`config.mk`:
```
export PLATFORM = sky130hd
export DESIGN_NAME = dual_stepper_pulse_scheduler
export DESIGN_NICKNAME = d
export VERILOG_FILES = /design/src/hdl/dsps_pkg.sv /design/src/hdl/dsps_interval.sv /design/src/hdl/dsps_lane.sv /design/src/hdl/dual_stepper_pulse_scheduler.sv
export SDC_FILE = /design/constraint.sdc
export NUM_CORES = 2
export LEC_CHECK = 0
export BUFFER_PORTS_ARGS = -buffer_cell sky130_fd_sc_hd__buf_2
export CORE_ASPECT_RATIO = 2
export CORE_MARGIN = 8
export CORE_UTILIZATION = 38
export CTS_CLUSTER_DIAMETER = 40
export CTS_CLUSTER_SIZE = 24
export DETAILED_ROUTE_END_ITERATION = 12
export PLACE_DENSITY = 0.56
export SLEW_MARGIN = 20
export SYNTH_ARGS = -nofsm -noshare
export SYNTH_HDL_FRONTEND = slang
export SYNTH_SLANG_ARGS = --single-unit
```
`constraint.sdc`:
```
create_clock -name clk -period 11.6 [get_ports clk]
set_input_delay 0.58 -clock clk [delete_from_list [all_inputs] [get_ports clk]]
set_output_delay 0.58 -clock clk [all_outputs]
set_load 0.02 [all_outputs]
```
`src/hdl/dsps_pkg.sv`:
```
// ----------------------------------------------------------------------------
// dsps_pkg
// Shared types, widths and constants for the dual stepper pulse scheduler.
// ----------------------------------------------------------------------------
package dsps_pkg;

  localparam int DEF_NUM_MOTORS = 2;

  localparam int MIN_W   = 16;
  localparam int MAX_W   = 24;
  localparam int SPEED_W = 17;
  localparam int STEPS_W = 31;
  localparam int TIME_W  = 32;
  localparam int POS_W   = 32;
  localparam int SEL_W   = 4;
  localparam int CFG_IDX_W  = 2;
  localparam int CFG_DATA_W = 24;

  localparam logic [SPEED_W-1:0] SPEED_ONE = 17'h10000;
  localparam logic [MIN_W-1:0]   RST_MIN   = 16'd10;
  localparam logic [MAX_W-1:0]   RST_MAX   = 24'd100000;

  localparam logic [CFG_IDX_W-1:0] CFG_MIN_IDX = 2'd0;
  localparam logic [CFG_IDX_W-1:0] CFG_MAX_IDX = 2'd1;

  typedef enum logic [1:0] {
    CMD_TICK = 2'd0,
    CMD_MOVE = 2'd1,
    CMD_HALT = 2'd2,
    CMD_HOME = 2'd3
  } cmd_e;

  // per-lane command, already qualified by accept; move and home also by motor select
  typedef struct packed {
    logic               tick;
    logic               move;
    logic               home;
    logic               halt;
    logic               neg;
    logic [STEPS_W-1:0] mag;
    logic [SPEED_W-1:0] speed;
  } lane_cmd_t;

  typedef struct packed {
    logic pulse;
    logic dir;
    logic busy;
  } lane_res_t;

  typedef struct packed {
    logic pulse_a;
    logic dir_a;
    logic pulse_b;
    logic dir_b;
    logic busy_a;
    logic busy_b;
    logic status;
  } res_t;

endpackage

```
`src/hdl/dsps_interval.sv`:
```
// ----------------------------------------------------------------------------
// dsps_interval
// Step interval unit: max - floor(speed * (max - min) / 2^16), floored at min.
// ----------------------------------------------------------------------------
module dsps_interval (
  input  logic                         clk,
  input  logic                         rst_n,
  input  logic [dsps_pkg::SPEED_W-1:0] speed,
  input  logic [dsps_pkg::MIN_W-1:0]   min_iv,
  input  logic [dsps_pkg::MAX_W-1:0]   max_iv,
  output logic [dsps_pkg::MAX_W-1:0]   interval
);
  import dsps_pkg::*;

  logic [MAX_W-1:0]         min_ext;
  logic [MAX_W-1:0]         span;
  logic [SPEED_W+MAX_W-1:0] prod;
  logic [MAX_W-1:0]         iv;
  logic [MAX_W-1:0]         interval_r;
  logic [MAX_W-1:0]         interval_nxt;

  assign min_ext = {{(MAX_W-MIN_W){1'b0}}, min_iv};
  assign span    = max_iv - min_ext;
  assign prod    = {{MAX_W{1'b0}}, speed} * {{SPEED_W{1'b0}}, span};
  // speed <= 1.0, so the scaled span never exceeds span itself
  assign iv      = max_iv - prod[MAX_W+15:16];

  always_comb begin
    if (max_iv < min_ext) begin
      interval_nxt = min_ext;
    end else if (iv < min_ext) begin
      interval_nxt = min_ext;
    end else begin
      interval_nxt = iv;
    end
  end

  // reset speed is 1.0, which always gives the min interval
  always_ff @(posedge clk) begin
    if (!rst_n) begin
      interval_r <= {{(MAX_W-MIN_W){1'b0}}, RST_MIN};
    end else begin
      interval_r <= interval_nxt;
    end
  end

  assign interval = interval_r;

endmodule

```
`src/hdl/dsps_lane.sv`:
```
// ----------------------------------------------------------------------------
// dsps_lane
// One motor channel: step/home state, due-time check and step countdown.
// ----------------------------------------------------------------------------
module dsps_lane (
  input  logic                         clk,
  input  logic                         rst_n,
  input  dsps_pkg::lane_cmd_t          cmd,
  input  logic [dsps_pkg::TIME_W-1:0]  now,
  input  logic [dsps_pkg::POS_W-1:0]   pos,
  input  logic [dsps_pkg::MIN_W-1:0]   min_iv,
  input  logic [dsps_pkg::MAX_W-1:0]   max_iv,
  output dsps_pkg::lane_res_t          res
);
  import dsps_pkg::*;

  logic [STEPS_W-1:0] steps_r,  steps_nxt;
  logic [TIME_W-1:0]  due_r,    due_nxt;
  logic [SPEED_W-1:0] speed_r,  speed_nxt;
  logic               mdir_r,   mdir_nxt;
  logic               pin_r,    pin_nxt;
  logic               homing_r, homing_nxt;
  logic               pulse;
  logic               is_due;
  logic [MAX_W-1:0]   interval;
  logic [TIME_W-1:0]  due_step;

  // interval tracks the speed this lane will hold after the current word
  dsps_interval u_iv (
    .clk      (clk),
    .rst_n    (rst_n),
    .speed    (speed_nxt),
    .min_iv   (min_iv),
    .max_iv   (max_iv),
    .interval (interval)
  );

  assign is_due   = !(now < due_r);
  assign due_step = now + {{(TIME_W-MAX_W){1'b0}}, interval};

  always_comb begin
    steps_nxt  = steps_r;
    due_nxt    = due_r;
    speed_nxt  = speed_r;
    mdir_nxt   = mdir_r;
    pin_nxt    = pin_r;
    homing_nxt = homing_r;
    pulse      = 1'b0;
    if (cmd.tick) begin
      if (homing_r) begin
        if (pos == '0) begin
          homing_nxt = 1'b0;
        end else if (is_due) begin
          pin_nxt = pos[POS_W-1];
          due_nxt = due_step;
          pulse   = 1'b1;
        end
      end else if ((steps_r != '0) && is_due) begin
        pin_nxt   = mdir_r;
        steps_nxt = steps_r - STEPS_W'(1);
        due_nxt   = due_step;
        pulse     = 1'b1;
      end
    end
    if (cmd.move) begin
      steps_nxt = cmd.mag;
      mdir_nxt  = !cmd.neg;
      speed_nxt = cmd.speed;
    end
    if (cmd.home) begin
      homing_nxt = 1'b1;
      speed_nxt  = SPEED_ONE;
    end
    if (cmd.halt) begin
      steps_nxt  = '0;
      homing_nxt = 1'b0;
    end
  end

  always_ff @(posedge clk) begin
    if (!rst_n) begin
      steps_r  <= '0;
      due_r    <= '0;
      speed_r  <= SPEED_ONE;
      mdir_r   <= 1'b1;
      pin_r    <= 1'b0;
      homing_r <= 1'b0;
    end else begin
      steps_r  <= steps_nxt;
      due_r    <= due_nxt;
      speed_r  <= speed_nxt;
      mdir_r   <= mdir_nxt;
      pin_r    <= pin_nxt;
      homing_r <= homing_nxt;
    end
  end

  assign res.pulse = pulse;
  assign res.dir   = pin_nxt;
  assign res.busy  = homing_nxt || (steps_nxt != '0);

endmodule

```
`src/hdl/dual_stepper_pulse_scheduler.sv`:
```
// ----------------------------------------------------------------------------
// dual_stepper_pulse_scheduler
// A word's result is registered into out_*, or into the skid word while out_* waits.
// Throughput: one word per cycle while in_stall is low; a two-word output buffer keeps input open
//   while one result waits.
// Each motor lane does its compare, count and due-time add combinationally; the
//   interval multiply runs ahead from the stored speed.
// A config write stalls the input for the next cycle while lane intervals refresh.
// Reset (rst_n low, synchronous) restores register defaults and idle motors.
// ----------------------------------------------------------------------------
module dual_stepper_pulse_scheduler #(
  parameter int NUM_MOTORS = dsps_pkg::DEF_NUM_MOTORS
) (
  input  logic                            clk,
  input  logic                            rst_n,
  // command words
  input  logic                            in_valid,
  output logic                            in_stall,
  input  logic [1:0]                      in_command,
  input  logic [dsps_pkg::SEL_W-1:0]      in_motor_sel,
  input  logic signed [31:0]              in_step_count,
  input  logic [dsps_pkg::SPEED_W-1:0]    in_speed_q16,
  input  logic [dsps_pkg::TIME_W-1:0]     in_time_us,
  input  logic signed [dsps_pkg::POS_W-1:0] in_enc_pos_a,
  input  logic signed [dsps_pkg::POS_W-1:0] in_enc_pos_b,
  // result words
  output logic                            out_valid,
  input  logic                            out_stall,
  output logic                            out_pulse_a,
  output logic                            out_dir_a,
  output logic                            out_pulse_b,
  output logic                            out_dir_b,
  output logic                            out_busy_a,
  output logic                            out_busy_b,
  output logic                            out_status,
  // register writes
  input  logic                            cfg_valid,
  output logic                            cfg_ready,
  input  logic [dsps_pkg::CFG_IDX_W-1:0]  cfg_index,
  input  logic [dsps_pkg::CFG_DATA_W-1:0] cfg_data
);
  import dsps_pkg::*;

  // --------------------------------------------------------------------------
  // Configuration registers. Writes are always taken; the cycle after a write
  // the input is held off so each lane's registered interval picks up the
  // new bounds before another tick can use it.
  // --------------------------------------------------------------------------
  logic [MIN_W-1:0] min_r;
  logic [MAX_W-1:0] max_r;
  logic             cfg_hold_r;
  logic             cfg_wr;

  assign cfg_ready = 1'b1;
  assign cfg_wr    = cfg_valid && cfg_ready;

  always_ff @(posedge clk) begin
    if (!rst_n) begin
      min_r      <= RST_MIN;
      max_r      <= RST_MAX;
      cfg_hold_r <= 1'b1;
    end else begin
      cfg_hold_r <= cfg_wr;
      if (cfg_wr && (cfg_index == CFG_MIN_IDX)) begin
        min_r <= cfg_data[MIN_W-1:0];
      end
      if (cfg_wr && (cfg_index == CFG_MAX_IDX)) begin
        max_r <= cfg_data[MAX_W-1:0];
      end
    end
  end

  // --------------------------------------------------------------------------
  // Input decode, shared by all lanes
  // --------------------------------------------------------------------------
  logic               in_acc;
  cmd_e               cmd;
  logic               neg;
  logic [31:0]        mag32;
  logic [STEPS_W-1:0] mag;
  logic [SPEED_W-1:0] speed_clamped;
  logic               bad_sel;
  logic               status;

  assign in_acc = in_valid && !in_stall;
  assign cmd    = cmd_e'(in_command);
  assign neg    = in_step_count[31];
  assign mag32  = neg ? (32'd0 - in_step_count) : in_step_count;
  // the most negative count has no positive twin; saturate it
  assign mag    = mag32[31] ? {STEPS_W{1'b1}} : mag32[STEPS_W-1:0];
  assign speed_clamped = (in_speed_q16 > SPEED_ONE) ? SPEED_ONE : in_speed_q16;

  assign bad_sel = (in_motor_sel == '0) || (32'(in_motor_sel) > NUM_MOTORS);
  assign status  = ((cmd == CMD_MOVE) || (cmd == CMD_HOME)) && bad_sel;

  // --------------------------------------------------------------------------
  // Motor lanes. Only the first two lanes see an encoder and take ticks.
  // --------------------------------------------------------------------------
  lane_cmd_t lane_cmd [NUM_MOTORS];
  lane_res_t lane_res [NUM_MOTORS];
  logic [NUM_MOTORS-1:0] lane_pulse;

  for (genvar m = 0; m < NUM_MOTORS; m++) begin : g_lane
    logic             hit;
    logic [POS_W-1:0] pos;

    assign hit = (in_motor_sel == SEL_W'(m + 1));
    assign pos = (m == 0) ? in_enc_pos_a : ((m == 1) ? in_enc_pos_b : '0);

    assign lane_cmd[m].tick  = in_acc && (cmd == CMD_TICK) && (m < 2);
    assign lane_cmd[m].move  = in_acc && (cmd == CMD_MOVE) && hit;
    assign lane_cmd[m].home  = in_acc && (cmd == CMD_HOME) && hit;
    assign lane_cmd[m].halt  = in_acc && (cmd == CMD_HALT);
    assign lane_cmd[m].neg   = neg;
    assign lane_cmd[m].mag   = mag;
    assign lane_cmd[m].speed = speed_clamped;

    dsps_lane u_lane (
      .clk    (clk),
      .rst_n  (rst_n),
      .cmd    (lane_cmd[m]),
      .now    (in_time_us),
      .pos    (pos),
      .min_iv (min_r),
      .max_iv (max_r),
      .res    (lane_res[m])
    );

    assign lane_pulse[m] = lane_res[m].pulse;
  end

  // --------------------------------------------------------------------------
  // Merge lane results into one result word
  // --------------------------------------------------------------------------
  res_t res;

  assign res.pulse_a = lane_res[0].pulse;
  assign res.dir_a   = lane_res[0].dir;
  assign res.busy_a  = lane_res[0].busy;
  assign res.status  = status;

  if (NUM_MOTORS > 1) begin : g_lane_b
    assign res.pulse_b = lane_res[1].pulse;
    assign res.dir_b   = lane_res[1].dir;
    assign res.busy_b  = lane_res[1].busy;
  end else begin : g_no_lane_b
    assign res.pulse_b = 1'b0;
    assign res.dir_b   = 1'b0;
    assign res.busy_b  = 1'b0;
  end

  // --------------------------------------------------------------------------
  // Output register plus skid word. in_stall comes from flops only: the skid
  // word being full, or the post-config hold.
  // --------------------------------------------------------------------------
  res_t out_r,  skid_r;
  logic out_v_r, skid_v_r;
  logic out_take;

  assign out_take = out_v_r && !out_stall;
  assign in_stall = skid_v_r || cfg_hold_r;

  always_ff @(posedge clk) begin
    if (!rst_n) begin
      out_v_r  <= 1'b0;
      skid_v_r <= 1'b0;
    end else if (skid_v_r) begin
      if (out_take) begin
        skid_v_r <= 1'b0;
      end
    end else if (in_acc) begin
      if (out_v_r && !out_take) begin
        skid_v_r <= 1'b1;
      end else begin
        out_v_r <= 1'b1;
      end
    end else if (out_take) begin
      out_v_r <= 1'b0;
    end
  end

  always_ff @(posedge clk) begin
    if (skid_v_r) begin
      if (out_take) begin
        out_r <= skid_r;
      end
    end else if (in_acc) begin
      if (out_v_r && !out_take) begin
        skid_r <= res;
      end else begin
        out_r <= res;
      end
    end
  end

  assign out_valid   = out_v_r;
  assign out_pulse_a = out_r.pulse_a;
  assign out_dir_a   = out_r.dir_a;
  assign out_pulse_b = out_r.pulse_b;
  assign out_dir_b   = out_r.dir_b;
  assign out_busy_a  = out_r.busy_a;
  assign out_busy_b  = out_r.busy_b;
  assign out_status  = out_r.status;

  // --------------------------------------------------------------------------
  // Assertions
  // --------------------------------------------------------------------------
  a_skid_behind_out: assert property (@(posedge clk) disable iff (!rst_n)
    skid_v_r |-> out_v_r)
    else $error("skid word held without an output word");

  a_cfg_holds_input: assert property (@(posedge clk) disable iff (!rst_n)
    cfg_wr |=> in_stall)
    else $error("input open right after a register write");

  a_pulse_only_on_tick: assert property (@(posedge clk) disable iff (!rst_n)
    (in_acc && (cmd != CMD_TICK)) |-> (lane_pulse == '0))
    else $error("step pulse on a non-tick word");

  a_status_no_pulse: assert property (@(posedge clk) disable iff (!rst_n)
    (in_acc && status) |-> (lane_pulse == '0))
    else $error("bad motor number together with a step pulse");

endmodule

```
== After elaboration in Yosys (flattened, before gate mapping) ==
Index checks and enable logic that the tools add are counted.

* Add/sub/neg operators: 8
* Multipliers: 2
* Divide/modulo/power cells: 0
* $lt $le $gt $ge: 7
* Eq/ne operators: 13
* Shift-type cells: 0
* Multiplexer cells: 70
* Bitwise gates (word level): 2
* Reductions and logical operators: 47

{| class="wikitable"
|+ Operator list
! operator !! count
|-
| $mux 31 || 11
|-
| $mux 32 || 9
|-
| $reduce_bool 31->1 || 4
|-
| $mux 17 || 5
|-
| $mul 17x24->40 || 2
|-
| $lt 24x16->1 || 3
|-
| $add 32x24->32 || 2
|-
| $logic_not 32->1 || 2
|-
| $lt 32x32->1 || 2
|-
| $mux 16 || 4
|-
| $sub 31x1->31 const B || 2
|-
| $sub 24x24->24 || 2
|-
| $mux 1 || 37
|-
| $sub 1x32->32 const A || 1
|-
| $mux 7 || 4
|-
| $sub 24x16->24 || 1
|-
| $gt 17x17->1 const B || 1
|-
| $logic_and 1x1->1 || 16
|-
| $ne 2x2->1 const B || 6
|-
| $reduce_and 3->1 || 3
|-
| $reduce_and 4->1 || 2
|-
| $reduce_bool 2->1 || 4
|-
| $logic_not 1->1 || 6
|-
| $reduce_or 3->1 || 2
|-
| 10 further kinds || 18
|}

* Flip-flop bits (word level): 271
* Bits in latches: 0
* RAM bits: 0
* ROM bits: 0
* Output and inout bits: 10
* Memories kept: 0

== Depth between registers and ports, before layout ==
* Depth in word-level cells: 13
* Mapped depth: 58

== Hierarchy ==
Synthesis repeated with hierarchy kept, for this count alone.

* Cells, all modules: 5845
* Area, all modules: 48266.3 um2

{| class="wikitable"
|+ By module, submodules not included
! module !! times used !! cells an instance !! area each (um2) !! sequential area each (um2)
|-
| dsps_interval (g_lane[1].u_lane.u_iv) || 1 || 1922 || 16512.1 || 480.5
|-
| dsps_interval (g_lane[0].u_lane.u_iv) || 1 || 1874 || 15972.8 || 480.5
|-
| dsps_lane || 2 || 810 || 6221.0 || 1661.6
|-
| dual_stepper_pulse_scheduler || 1 || 429 || 3339.5 || 1281.2
|}

== Worst setup path before layout ==
OpenSTA, ideal clock, no wires.

* Path type: reg-to-reg
* From: reg min_r[0]
* To: reg g_lane[0].u_lane.u_iv.interval_r[4]
* Library setup time: 0.074 ns
* Arrival: 11.585 ns
* Path slack: -0.060 ns
* Stages on the path, launching flop included: 51
* Path buffers: 2
* Period minus slack after synthesis: 11.660 ns
* Cell sequence: dfxtp_1 > ha_1 > inv_1 > fa_1 > a21o_1 > a21oi_1 > o21bai_1 > a21o_1 > a21oi_1 > nor2b_1 > a31o_2 > xor2_1 > clkbuf_1 > nand2_1 > fa_1 > fa_1 > fa_1 > fa_1 > (+15 left out) > or3_1 > o311ai_0 > o21ai_0 > a21oi_1 > nor2_1 > nor2_1 > xnor2_1 > ha_1 > a21oi_1 > nor2b_1 > o21ai_0 > and4b_1 > nand4b_1 > and4b_1 > a31oi_1 > clkbuf_1 > nand3_1 > o21ai_0

* Cells in the longest elaborated chain, start to end: 6
* Elaborated cells between the ends (all ways): 7

{| class="wikitable"
|+ Ends and longest elaborated chain
! what !! RTL line !! source
|-
| start, declared || dual_stepper_pulse_scheduler.sv:49 || <nowiki>logic [MIN_W-1:0] min_r;</nowiki>
|-
| start signal, assigned || dual_stepper_pulse_scheduler.sv:65 || <nowiki>min_r <= cfg_data[MIN_W-1:0];</nowiki>
|-
| $sub 24x16->24 || dsps_interval.sv:23 || <nowiki>assign span = max_iv - min_ext;</nowiki>
|-
| $mul 17x24->40 || dsps_interval.sv:24 || <nowiki>assign prod = {{MAX_W{1'b0}}, speed} * {{SPEED_W{1'b0}}, span};</nowiki>
|-
| $sub 24x24->24 || dsps_interval.sv:26 || <nowiki>assign iv = max_iv - prod[MAX_W+15:16];</nowiki>
|-
| $lt 24x16->1 || dsps_interval.sv:31 || <nowiki>end else if (iv < min_ext) begin</nowiki>
|-
| $mux 16 || dsps_interval.sv:31 ||
|-
| $mux 16 (*) || dsps_interval.sv:29 || <nowiki>if (max_iv < min_ext) begin</nowiki>
|-
| end signal, assigned || dsps_interval.sv:41 || <nowiki>interval_r <= {{(MAX_W-MIN_W){1'b0}}, RST_MIN};</nowiki>
|-
| end signal, assigned || dsps_interval.sv:43 || <nowiki>interval_r <= interval_nxt;</nowiki>
|-
| end, declared || dsps_interval.sv:19 || <nowiki>logic [MAX_W-1:0] interval_r;</nowiki>
|}

Mark *: on every way between the ends. The rest lies on a longest branch, timed or not.
A chain may end at the register's enable or synchronous reset.

== Worst setup path in the final report ==
* From: reg max_r[0]
* To: reg g_lane[0].u_lane.u_iv.interval_r[1]

* Cells in the longest elaborated chain, start to end: 6
* Elaborated cells between the ends (all ways): 7

{| class="wikitable"
|+ Ends and longest elaborated chain
! what !! RTL line !! source
|-
| start, declared || dual_stepper_pulse_scheduler.sv:50 || <nowiki>logic [MAX_W-1:0] max_r;</nowiki>
|-
| start signal, assigned || dual_stepper_pulse_scheduler.sv:68 || <nowiki>max_r <= cfg_data[MAX_W-1:0];</nowiki>
|-
| $sub 24x16->24 || dsps_interval.sv:23 ||
|-
| $mul 17x24->40 || dsps_interval.sv:24 ||
|-
| $sub 24x24->24 || dsps_interval.sv:26 ||
|-
| $lt 24x16->1 || dsps_interval.sv:31 ||
|-
| $mux 16 || dsps_interval.sv:31 ||
|-
| $mux 16 (*) || dsps_interval.sv:29 ||
|}

Marked as above.

==> out/qor.txt <==
CP max stage cell - fa_1
Fill cells - 11,300
CTS sink count - 271
Multi-input gate area - 35,750 sq um
Count leader, synth - inv_1
Share of layout cells above drive strength 1 - 0.2103
Slew Limit Headroom - 0.2264
P&R area growth vs syn - 25.95%
Antenna violations before repair - 6
Seq/Total Area, Yosys - 0.1264
Fmax - 0.08561 GHz
Failing checks - negative setup slack
RSZ-0062 raised after global routing - yes
M1 wire length - 55,730 microns
CP required - 12.06 ns
Inst Count DP - 7,574
Final hold violations - 0
DRT Pass-1 Iters - 5
Hold_ws - 0.2123 ns
P_leak - 26.36 nW
Chip width - 256.7 microns
Vias per cell - 5.311
Yosys cell types - 87
Max Cap Viol - 0
Total power - 4.871 mW
Post-Route Utilization - 0.4826
Ys async rst share - 0
Synth Flop Type - dfxtp_1
Largest net degree at the start of global routing - 82
Critical path arrival - 12.14 ns
I/O Pins - 192
Worst skew pair latency - 0.62 ns
Power Dens Cells - 87.80 nW/um^2
Syn Area/Cell - 8.108 sq um
Crit end category - flop
Cells after Synth - 5,432
Full die area - 127,700 sq um
Slowest stage delay, CP - 0.56 ns
Post-Syn Area - 44,040 sq um
Gr usage total - 0.2695
EDFF count, synth - 14
Vias in the first global route - 44,170
Die H - 497.5 microns
DR WL met3 - 7323 microns
Total negative slack - -0.4660 ns
HP Class - in2reg
Drt wl/cell - 22.72 microns
Setup ws final - -0.08058 ns
Buffers on Ports - 190
Routed wl met2 - 93,950 microns
Fin crit period - 11.68 ns
DP Area - 51,610 sq um
DR vias - 41,090
Top layer in use - met5
Initial DRC count - 2,105
Dpl ws - -0.9802 ns
Slew Limit Fails - 0
Maximum VDD drop - 0.0001275 V
CP Max Fanout - 8
RePlAce Congestion - 1.024
CP most frequent cell - fa_1
Synth area leader - fa_1
Final HPWL DP - 146,700 microns
GRT overflow - 0
Layout Skew - 0.04080 ns
Most instantiated cells after synthesis - inv_1 (910), nand2_1 (780), fa_1 (657)
Drt total wl - 175,800 microns
Synth Register Bits - 271
Outcome - finished with violations
First-pass GRT wire length - 261,900 microns
FF+latch area - 5568 sq um
CTS tree - built
Count of final setup violators - 15
Nature of the critical path startpoint - flop
Core ar. - 115,000 sq um
CTS Hold Buffers Added - 0
Top cell type's share of synthesized area - 0.2986
H-tree levels - 2
Std cell rows - 176
Antenna violation net count after detailed routing - 0
Starting Density - 0.3832
Max clock buf depth - 3
Worst slew pin tran - 1.150 ns
Final period util - 1.007
Clock Pin Slew Worst Setup and Hold Paths - 0.07 ns
Fin area - 55,470 sq um
DRC errors left - 0
Filler-free cell count of the finished design - 7,736
Warnings from Yosys - 0
Kind of critical path - reg2reg
Clock Tree Root - clkbuf_16
Main area contributors after synthesis - fa_1 (30%), ha_1 (12%), dfxtp_1 (12%)
CTS Buf Count - 41
Layout net count - 7,452
Syn_nets - 6,696
-- cell type report --
cell class              count  area share
repair buffers            941      0.1322
diodes                      2  0.00009022
clock inverters            34    0.008052
flip-flops and latches    271      0.1004
clock buffers              42     0.01895
inverters                 912     0.06180
multi-input cells        4021      0.6444
well taps                1513     0.03413
-- where the power goes --
part           total, mW  leakage, nW  switching, mW  internal [mW]
combinational       2.49         23.4           1.34           1.15
clock               1.36        0.721          0.636          0.724
sequential          1.03         2.22         0.0287          0.997
-- worst max-delay path: cells and delay by family (launching register included) --
kind                       cells  cell delay [ns]
AOI/OAI and AO/OA             17             3.22
xor gates and xnor gates       2             0.44
adders and majority gates     11             4.14
buffers and inverters         14             1.58
DFF                            1             0.33
and+or+nand+nor               11             1.81
-- cell usage in the layout, fill, tap and decap left out, drive strengths merged, types with 12 or more instances in the layout --
master    n
xnor2   142
nor2    546
fa      657
and3     24
a21o     51
nand2b   47
nand4    41
o211ai   23
a21oi   237
o21a     56
or4      15
xor2     94
a211oi   33
clkinv   16
mux2i    12
nor3     75
o21ai   196
and2     87
inv     928
nor2b    43
dfxtp   257
o21bai   20
buf     938
a31oi    34
or2      22
clkbuf   44
or3      32
nor4     48
nand3    88
edfxtp   14
ha      425
nand2   780
o31ai    22
-- kinds of logic (layout without fill, tap and decap cells) --
| family | after synthesis | in the layout | share of synthesized area |
|---|---|---|---|
| xor+xnor | 237 | 237 | 0.04744 |
| buf+inv | 1140 | 1929 | 0.09766 |
| mux | 16 | 16 | 0.003750 |
| simple gates | 1898 | 1898 | 0.1935 |
| compound gates | 787 | 787 | 0.1119 |
| fa+ha+maj | 1082 | 1082 | 0.4194 |
| flops | 271 | 271 | 0.1264 |
| other cells | 1 | 3 | 0.00008514 |
-- repair_timing --
item | in CTS | in global routing
gates cloned | 5 | 2
pin swaps | 98 | 147
setup buffers | 49 | 37
setup endpoints to repair | 40 | 39
gates resized for setup | 161 | 195
-- final timing paths --
kind / startpoint / endpoint / slack (ns) / depth (start not counted)
hold reg to reg: g_lane[0].u_lane.due_r[5] / g_lane[0].u_lane.due_r[5] / 0.45 / 2
setup / recovery: max_r[0] / g_lane[0].u_lane.u_iv.interval[1] / -0.08 / 55
setup reg to reg: max_r[0] / g_lane[0].u_lane.u_iv.interval[1] / -0.08 / 55
hold / removal: cfg_data[1] / min_r[1] / 0.21 / 3
-- routing by layer --
metal,global-route usage,vias to the layer above
met4,0.2362,2
met3,0.02901,693
met2,0.5146,1372
met5,0,-
met1,0.2485,20180
li1,-,18840
-- registers in the layout (all words and copies together) (netlist names), 2 cells and up --
register,count
max_r,24
g_lane.u_lane.homing_r,2
g_lane.u_lane.u_iv.interval,48
g_lane.u_lane.pin_r,2
skid_r,7
g_lane.u_lane.steps_r,62
g_lane.u_lane.speed_r,34
min_r,16
g_lane.u_lane.mdir_r,2
g_lane.u_lane.due_r,64
(Power assumes the default switching activity.)
